===== src/rtl/gmb_pkg.sv =====
`default_nettype none

package gmb_pkg;

   // grid and store sizes
   localparam int CELL_W    = 12;
   localparam int MAX_CELLS = 1 << CELL_W;
   localparam int CNT_W     = CELL_W + 1;
   localparam int DIM_W     = 7;
   localparam int CRD_W     = 6;
   localparam int STK_W     = CELL_W + 2 * CRD_W;
   localparam int GRID_W    = 5;

   // dimension limits and reset values
   localparam logic [DIM_W-1:0] DIM_MIN   = 7'd2;
   localparam logic [DIM_W-1:0] DIM_MAX   = 7'd64;
   localparam logic [DIM_W-1:0] DIM_RESET = 7'd16;
   localparam logic [CNT_W-1:0] TOTAL_RESET = 13'd256;

   localparam logic [3:0] WALLS_ALL  = 4'hf;
   localparam logic [3:0] WALLS_NONE = 4'h0;
   localparam logic [3:0] WALL_ONE   = 4'h1;

   // request modes
   localparam logic [1:0] MODE_RESTART = 2'd0;
   localparam logic [1:0] MODE_STEP    = 2'd1;
   localparam logic [1:0] MODE_READ    = 2'd2;

   // directions
   localparam logic [1:0] DIR_UP    = 2'd0;
   localparam logic [1:0] DIR_RIGHT = 2'd1;
   localparam logic [1:0] DIR_DOWN  = 2'd2;
   localparam logic [1:0] DIR_LEFT  = 2'd3;

   // result events
   localparam logic [2:0] EV_STARTED  = 3'd0;
   localparam logic [2:0] EV_BLOCKED  = 3'd1;
   localparam logic [2:0] EV_NB_VIS   = 3'd2;
   localparam logic [2:0] EV_BACK     = 3'd3;
   localparam logic [2:0] EV_CARVED   = 3'd4;
   localparam logic [2:0] EV_COMPLETE = 3'd5;
   localparam logic [2:0] EV_READ     = 3'd6;

   // register indexes
   localparam int CSR_IDX_W = 1;
   localparam logic [CSR_IDX_W-1:0] REG_WIDTH  = 1'b0;
   localparam logic [CSR_IDX_W-1:0] REG_HEIGHT = 1'b1;

   typedef struct packed {
      logic [1:0]        mode;
      logic [1:0]        direction;
      logic [CELL_W-1:0] cell_index;
   } req_type;

   typedef struct packed {
      logic [2:0]        event_res;
      logic [CELL_W-1:0] from_cell;
      logic [CELL_W-1:0] to_cell;
      logic [1:0]        carved_direction;
      logic [3:0]        wall_bits;
      logic              cell_visited;
      logic [CNT_W-1:0]  visited_total;
      logic              done_res;
   } rsp_type;

   typedef struct packed {
      logic accept;
      logic dec;
      logic eval;
      logic wrcur;
      logic sweep;
      logic rend;
      logic load_rsp;
   } ctl_cmd_type;

   typedef struct packed {
      logic [1:0] mode;
      logic       quick;
      logic       nb_visited;
      logic       sweep_last;
      logic       sweep_restart;
   } ctl_sts_type;

endpackage

`default_nettype wire


===== src/rtl/gmb_ctl.sv =====
`default_nettype none

module gmb_ctl import gmb_pkg::*; (
   input  wire logic        clock,
   input  wire logic        reset,
   input  wire logic        req_valid,
   output logic             req_ready,
   output logic             rsp_valid,
   input  wire logic        rsp_ready,
   input  wire logic        csr_we,
   input  wire ctl_sts_type sts,
   output ctl_cmd_type      cmd
);

   localparam logic [2:0] S_SWEEP = 3'd0;
   localparam logic [2:0] S_IDLE  = 3'd1;
   localparam logic [2:0] S_DEC   = 3'd2;
   localparam logic [2:0] S_EVAL  = 3'd3;
   localparam logic [2:0] S_WRCUR = 3'd4;
   localparam logic [2:0] S_REND  = 3'd5;
   localparam logic [2:0] S_FIN   = 3'd6;

   logic [2:0] state_ff, state_in;
   logic       rsp_valid_ff, rsp_valid_in;
   logic       slot_free;

   assign slot_free = !rsp_valid_ff || rsp_ready;

   // state sequencing
   always_comb begin
      state_in  = state_ff;
      cmd       = '0;
      req_ready = 1'b0;
      case (state_ff)
         S_SWEEP: begin
            cmd.sweep = 1'b1;
            if (sts.sweep_last) begin
               state_in = sts.sweep_restart ? S_REND : S_IDLE;
            end
         end
         S_IDLE: begin
            req_ready = 1'b1;
            if (req_valid) begin
               cmd.accept = 1'b1;
               state_in   = S_DEC;
            end
         end
         S_DEC: begin
            cmd.dec = 1'b1;
            case (sts.mode)
               MODE_RESTART: state_in = S_SWEEP;
               MODE_STEP:    state_in = sts.quick ? S_FIN : S_EVAL;
               default:      state_in = S_EVAL;
            endcase
         end
         S_EVAL: begin
            cmd.eval = 1'b1;
            if (sts.mode == MODE_STEP && !sts.nb_visited) begin
               state_in = S_WRCUR;
            end else begin
               state_in = S_FIN;
            end
         end
         S_WRCUR: begin
            cmd.wrcur = 1'b1;
            state_in  = S_FIN;
         end
         S_REND: begin
            cmd.rend = 1'b1;
            state_in = S_FIN;
         end
         S_FIN: begin
            if (slot_free) begin
               cmd.load_rsp = 1'b1;
               req_ready    = 1'b1;
               if (req_valid) begin
                  cmd.accept = 1'b1;
                  state_in   = S_DEC;
               end else begin
                  state_in = S_IDLE;
               end
            end
         end
         default: state_in = S_IDLE;
      endcase
      if (csr_we) begin
         state_in = S_SWEEP;
      end
   end

   // output register valid
   always_comb begin
      if (cmd.load_rsp) begin
         rsp_valid_in = 1'b1;
      end else if (rsp_ready) begin
         rsp_valid_in = 1'b0;
      end else begin
         rsp_valid_in = rsp_valid_ff;
      end
   end

   always_ff @(posedge clock) begin
      if (reset) begin
         state_ff     <= S_SWEEP;
         rsp_valid_ff <= 1'b0;
      end else begin
         state_ff     <= state_in;
         rsp_valid_ff <= rsp_valid_in;
      end
   end

   assign rsp_valid = rsp_valid_ff;

endmodule

`default_nettype wire


===== config.mk =====
export PLATFORM = sky130hd
export DESIGN_NAME = gmb_ctl
export DESIGN_NICKNAME = d
export VERILOG_FILES = /design/src/rtl/gmb_pkg.sv /design/src/rtl/gmb_ctl.sv
export SDC_FILE = /design/constraint.sdc
export NUM_CORES = 1
export LEC_CHECK = 0
export BUFFER_PORTS_ARGS = -buffer_cell sky130_fd_sc_hd__clkbuf_2
export CORE_AREA = 2 2 39 41
export DETAILED_ROUTE_END_ITERATION = 12
export DIE_AREA = 0 0 41 43
export PLACE_DENSITY = 0.5
export SKIP_LAST_GASP = 1
export SLEW_MARGIN = 10
export SYNTH_ARGS = -nofsm -noshare
export SYNTH_HDL_FRONTEND = slang
export SYNTH_SLANG_ARGS = --single-unit

===== constraint.sdc =====
create_clock -name clock -period 2.65 [get_ports clock]
set_clock_uncertainty 0.2 [all_clocks]
set_input_delay 0.3975 -clock clock [delete_from_list [all_inputs] [get_ports clock]]
set_output_delay 0.3975 -clock clock [all_outputs]
set_load 0.1 [all_outputs]

==> key figures, run 1 <==
Outcome
  • Status: finished clean

Route
  • Post-detailed-route count of antenna-violating nets: 0
  • Drt drc: 0
  • DR iter-0 viols: 8
  • Via count: 416
  • Drt first pass iters: 3
  • WL final: between 800 and 900 um
  • WL per Instance: roughly 10 um
  • DR vias/cell: 4.84

Placed design
  • DP Cell Count: 83
  • Post-Place Cell Area: 494 um2
  • Pre-CTS setup slack: about 500 ps
  • PortBufs: 19
  • Hpwl dp: about 700 um
  • Final GP Congestion: between 0.7 and 0.8

Timing
  • RSZ-0062 raised after global routing: no
  • Final worst path period share: 0.844
  • Final Hold Slack: approximately 160 ps
  • Setup TNS: 0 ps
  • Fin. max-slew vios: 0
  • Final Hold Violating Endpoints: 0
  • Slew @ Worst Pin: about 540 ps
  • Setup violations, final: 0
  • FMAX: about 450 MHz
  • Fin worst setup slack: 413 ps
  • Worst relative slew slack: 0.640
  • Fin crit period: 2240 ps

Die
  • I/O pins: 20
  • Core area: approximately 1400 um2
  • Die height: 43 um
  • Initial Util: 0.264
  • Row count: 14
  • Die area: around 1800 um2
  • Die Wd: between 40 and 50 um

Global routing
  • Grt ovf: 0
  • Largest net degree at the start of global routing: 17
  • Initial antenna violation count: 0
  • GR Util All Layers: 0.117
  • Vias in the first global route: roughly 360
  • Met3 Resource Use GR: 0.0157
  • GRT met2 Usage: 0.166
  • First-pass GRT wire length: approximately 1.4 mm
  • Busiest layer in global routing: met2
  • Met1 GRT Util: 0.156

Synth
  • Sequential area share after synthesis: 0.219
  • Area contributors post-synth: dfxtp_1 (22%), mux2i_1 (5.5%), o21ai_0 (5.5%)
  • Synth Area per Inst: roughly 7.5 um2
  • Yosys top cell area share: 0.219
  • Synth Warn #: 0
  • Cell taking the most area after synthesis: dfxtp_1
  • Synthesized instance count: roughly 50
  • Yosys cell types: 27
  • Synth Cell Area: 365 um2
  • Net Count, Synth: 60
  • Yosys reg bits: 4

Pwr
  • Worst vdd ir: about 0.000098 V
  • Pleak: 0.246 nW
  • PwrDens: roughly 410 nW/um2
  • Total Power: between 0.2 and 0.25 mW

Min path
  • Min-Delay Path Class: input port to flip-flop

Setup path
  • Slowest cell on crit path: clkbuf_2
  • Crit path launch type: flip-flop
  • CP arrival: roughly 1600 ps
  • Buf/Inv on CP: 1
  • Crit-path cells: nand3b_1 -> nor2b_1 -> a21o_2 -> and2_2 -> clkbuf_2
  • Worst Path Required: just over 2000 ps
  • Worst setup EP type: output pin
  • Max incr delay on CP: ~440 ps
  • Worst-path fanout max: 6
  • Top delay family on crit path: buffers and inverters
  • Setup CP Type: flip-flop to output pin

Cells and area
  • Layout Nets: 83
  • Layout area overhead: 41.4%
  • Non-Filler Instances: 86
  • Final Instance Area: between 500 and 600 um2
  • Ant diodes: 0
  • Final Core Density: 0.373
  • Most common cell after layout, fill and taps aside: clkbuf_2
  • Commonest cells after routing, fill and taps aside: clkbuf_2 (19), nor2_1 (4), nand2_1 (4), o21ai_0 (4)
  • Fill count: 160
  • Share of layout cells above drive strength 1: 0.443

Clock tree
  • Total CTS buffers: 3
  • Sink Count: 4
  • Clock transition at the registers of the reported paths: 40 ps
  • Htree depth: 1
  • Clk_lat worst skew: ~230 ps
  • CTS hold repair buffers: 0
  • Root Driver: clkbuf_4
  • Cts repair resizes: 0
  • Setup Buffers After CTS: 0
  • Longest Clk Path Bufs: 2
  • TritonCTS clock tree: built

Flow run
  • Max capacitance violation total: 0
layout make-up:
| type | instances | area (um2) | share of cell area |
|---|---|---|---|
| multi-input combinational | 39 | 268 | 0.518 |
| sequential | 4 | 81.3 | 0.157 |
| tap | 16 | 20.0 | 0.0387 |
| inverter | 2 | 7.51 | 0.0145 |
| timing repair buffer | 22 | 118 | 0.228 |
| clock buffer | 3 | 22.5 | 0.0436 |
cells by family after synthesis:
group | after synthesis | synth area share
flip-flops | 4 | 0.219
multiplexers | 2 | 0.0548
buffers and inverters | 6 | 0.0822
AND/OR/NAND/NOR | 26 | 0.425
AO/OA/AOI/OAI | 11 | 0.219
synthesized netlist by cell type:
master    instances
and2_1            1
a21oi_1           1
a31oi_1           1
or3b_1            1
o21ai_0           4
a32o_1            1
nand2b_1          3
nor3_1            1
nand3_1           2
nand2_1           4
nor2b_1           1
nor4bb_1          1
buf_2             3
dfxtp_1           4
a32oi_1           1
a311oi_2          1
and3b_1           2
nor4_1            1
nor3b_1           2
mux2i_1           2
buf_4             1
nor2_1            4
and3_1            1
a21o_1            1
nand3b_1          2
inv_1             2
a211oi_1          1
path summary, 6_finish.rpt:
| kind | startpoint | depth (start not counted) | slack (ps) | end |
|---|---|---|---|---|
| max reg2reg | state_ff[2]$_SDFFE_PP0P_ | 3 | 1210 | state_ff[2]$_SDFFE_PP0P_ |
| max | state_ff[2]$_SDFFE_PP0P_ | 5 | 410 | cmd[6] |
| min | csr_we | 2 | 160 | state_ff[2]$_SDFFE_PP0P_ |
| min reg2reg | state_ff[1]$_SDFFE_PP0P_ | 2 | 340 | rsp_valid$_SDFFE_PP0P_ |
where the power goes:
part | switching (mW) | internal, mW
logic | 0.0541 | 0.0215
registers | 0.00175 | 0.0626
clock network | 0.0224 | 0.0505
sequential cells by signal (all words and copies together), names as in the netlist:
signal	cells
rsp_valid	1
state_ff	3
layer usage:
metal  vias to the layer above  part of all wire
met5                         -                 0
met2                        11              0.47
li1                        222                 -
met4                         0                 0
met1                       183              0.47
met3                         0             0.057
Note: power is estimated with default switching activity, not from simulation.
==> run 2, diff against run 1 <==
--- a/config.mk
+++ b/config.mk
@@ -9,7 +9,7 @@
 export CORE_AREA = 2 2 39 41
 export DETAILED_ROUTE_END_ITERATION = 12
 export DIE_AREA = 0 0 41 43
-export PLACE_DENSITY = 0.5
+export PLACE_DENSITY = 0.52
 export SKIP_LAST_GASP = 1
 export SLEW_MARGIN = 10
 export SYNTH_ARGS = -nofsm -noshare
==> constraint.sdc (replaced) <==
create_clock -name clock -period 2.02 [get_ports clock]
set_clock_uncertainty 0.2 [all_clocks]
set_input_delay 0.303 -clock clock [delete_from_list [all_inputs] [get_ports clock]]
set_output_delay 0.303 -clock clock [all_outputs]
set_load 0.1 [all_outputs]
==> key figures, run 2 (synthesis results as in run 1) <==
Outcome
  • Status: finished clean (unchanged)

Route
  • Drt drc: 0 (unchanged)
  • Via count: 423 (was 416)
  • DR iter-0 viols: 5 (was 8)
  • DR vias/cell: 4.81 (was 4.84)
  • WL final: 925 um (was 894 um)
  • Drt first pass iters: 2 (was 3)
  • WL per Instance: 10.5 um (was 10.4 um)
  • Post-detailed-route count of antenna-violating nets: 0 (unchanged)

Cells and area
  • Commonest cells after routing, fill and taps aside: clkbuf_2 (11), buf_12 (8), nand2_1 (4), o21ai_0 (4), buf_4 (4) (was clkbuf_2 (19), nor2_1 (4), nand2_1 (4), o21ai_0 (4))
  • Largest register FFs: 3 (unchanged)
  • Non-Filler Instances: 88 (was 86)
  • Share of layout cells above drive strength 1: 0.472 (was 0.443)
  • Layout Nets: 84 (was 83)
  • Layout area overhead: 81.2% (was 41.4%)
  • Ant diodes: 0 (unchanged)
  • Most common cell after layout, fill and taps aside: clkbuf_2 (unchanged)
  • Largest Register: state_ff (unchanged)

Timing
  • Final worst path period share: 0.927
  • Worst relative slew slack: 0.642 (was 0.640)
  • Setup violations, final: 0 (unchanged)
  • Fin. max-slew vios: 0 (unchanged)
  • Fin crit period: 1870 ps
  • Slew @ Worst Pin: 539 ps (was 542 ps)
  • RSZ-0062 raised after global routing: no (unchanged)
  • FMAX: ~530 MHz
  • Final Hold Violating Endpoints: 0 (unchanged)

Pwr
  • Total Power: 0.314 mW (was 0.213 mW)
  • Pleak: 0.284 nW (was 0.246 nW)
  • Worst vdd ir: 0.000318 V (was 0.0000978 V)
  • PwrDens: 474 nW/um2 (was 412 nW/um2)

Clock tree
  • Htree depth: 1 (unchanged)
  • Total CTS buffers: 3 (unchanged)
  • TritonCTS clock tree: built (unchanged)
  • Clock transition at the registers of the reported paths: 40 ps (about the same)
  • Longest Clk Path Bufs: 2 (unchanged)
  • Root Driver: clkbuf_4 (unchanged)
  • Sink Count: 4 (unchanged)
  • Clk_lat worst skew: 230 ps (about the same)
  • CTS hold repair buffers: 0 (unchanged)

Die
  • Die Wd: 41 um (unchanged)
  • Die height: 43 um (unchanged)
  • Initial Util: 0.264 (unchanged)
  • Row count: 14 (unchanged)
  • I/O pins: 20 (unchanged)
  • Die area: 1760 um2 (unchanged)
  • Core area: 1380 um2 (unchanged)

Setup path
  • Worst setup EP type: output pin (unchanged)
  • Buf/Inv on CP: 1 (unchanged)
  • Slowest cell on crit path: dfxtp_2 (was clkbuf_2)
  • CP arrival: 1370 ps (was 1640 ps)
  • Worst Path Required: 1520 ps (was 2050 ps)
  • Max incr delay on CP: 390 ps (was 440 ps)
  • Worst-path fanout max: 10 (was 6)
  • Crit-path cells: nand3b_1 -> nor2b_1 -> a21o_2 -> and2_4 -> buf_12 (was nand3b_1 -> nor2b_1 -> a21o_2 -> and2_2 -> clkbuf_2)
  • Crit path launch type: flip-flop (unchanged)
  • Top delay family on crit path: simple AND/OR/NAND/NOR gates (was buffers and inverters)
  • Setup CP Type: flip-flop to output pin (unchanged)
  • Reg2Reg Setup Slack: 520 ps (was 1210 ps)

Placed design
  • PortBufs: 19 (unchanged)
  • Hpwl dp: 727 um (was 699 um)
  • Final GP Congestion: 0.820 (was 0.737)
  • DP Cell Count: 84 (was 83)

Global routing
  • Largest net degree at the start of global routing: 17 (unchanged)
  • GR Util All Layers: 0.130 (was 0.117)
  • First-pass GRT wire length: 1.55 mm (was 1.42 mm)
  • Initial antenna violation count: 0 (unchanged)
  • Vias in the first global route: 380 (was 358)
  • Grt ovf: 0 (unchanged)

Flow run
  • Max capacitance violation total: 0 (unchanged)

Min path
  • Min-Delay Path Class: input port to flip-flop (unchanged)
[run 2: cell types whose count changed in the layout (fill, tap and decap cells not counted), sizes merged]
cell and change:
buf +9, clkbuf -7
[run 2: what timing repair did]
| action | in CTS | in global routing |
|---|---|---|
| endpoints found under the setup margin | 0 | 1 |
| setup buffers | 0 | 0 |
| resized for setup | 0 | 1 |
[run 2: layer usage]
metal	GRT usage	vias up	share of wire
met5	0	-	0
met4	0.0933	0	0
met3	0.0366	0	0.038
met2	0.166	10	0.51
met1	0.177	189	0.45
li1	-	224	-
[run 2: final timing paths]
| check | start | endpoint | depth (start not counted) |
|---|---|---|---|
| min | csr_we | state_ff[2]$_SDFFE_PP0P_ | 2 |
| max | state_ff[1]$_SDFFE_PP0P_ | cmd[6] | 5 |
| max reg2reg | state_ff[0]$_SDFFE_PP0P_ | state_ff[2]$_SDFFE_PP0P_ | 4 |
| min reg2reg | state_ff[2]$_SDFFE_PP0P_ | rsp_valid$_SDFFE_PP0P_ | 2 |
[run 2: final cells by class]
type,instances,area (um2)
clock buffers,4,26.3
fillers,143,722
inverters,2,7.51
multi-input cells,39,278
flip-flops and latches,4,85.1
well taps,16,20.0
repair buffers,23,245
[run 2: report_power, final]
group / internal [mW] / switching, mW / leakage [nW]
Clock: 0.0741 / 0.0326 / 0.0150
Sequential: 0.0808 / 0.00207 / 0.0338
Combinational: 0.0481 / 0.0763 / 0.235
Total: 0.203 / 0.111 / 0.284
[run 2: stage by stage]
stage / cell area [um2] / hold WS [ps] / utilization / setup TNS [ps] / setup slack (ps)
2_1_floorplan: 392 / 162 / - / -367 / -281
3_3_place_gp: 634 / 309 / 0.458 / 0 / 297
3_5_place_dp: 634 / 312 / 0.458 / 0 / 277
4_1_cts: 661 / 62.8 / 0.477 / 0 / 31.6
5_1_grt: 662 / 74.7 / 0.478 / 0 / 23.5
6_report: 662 / 75.3 / 0.478 / 0 / 147
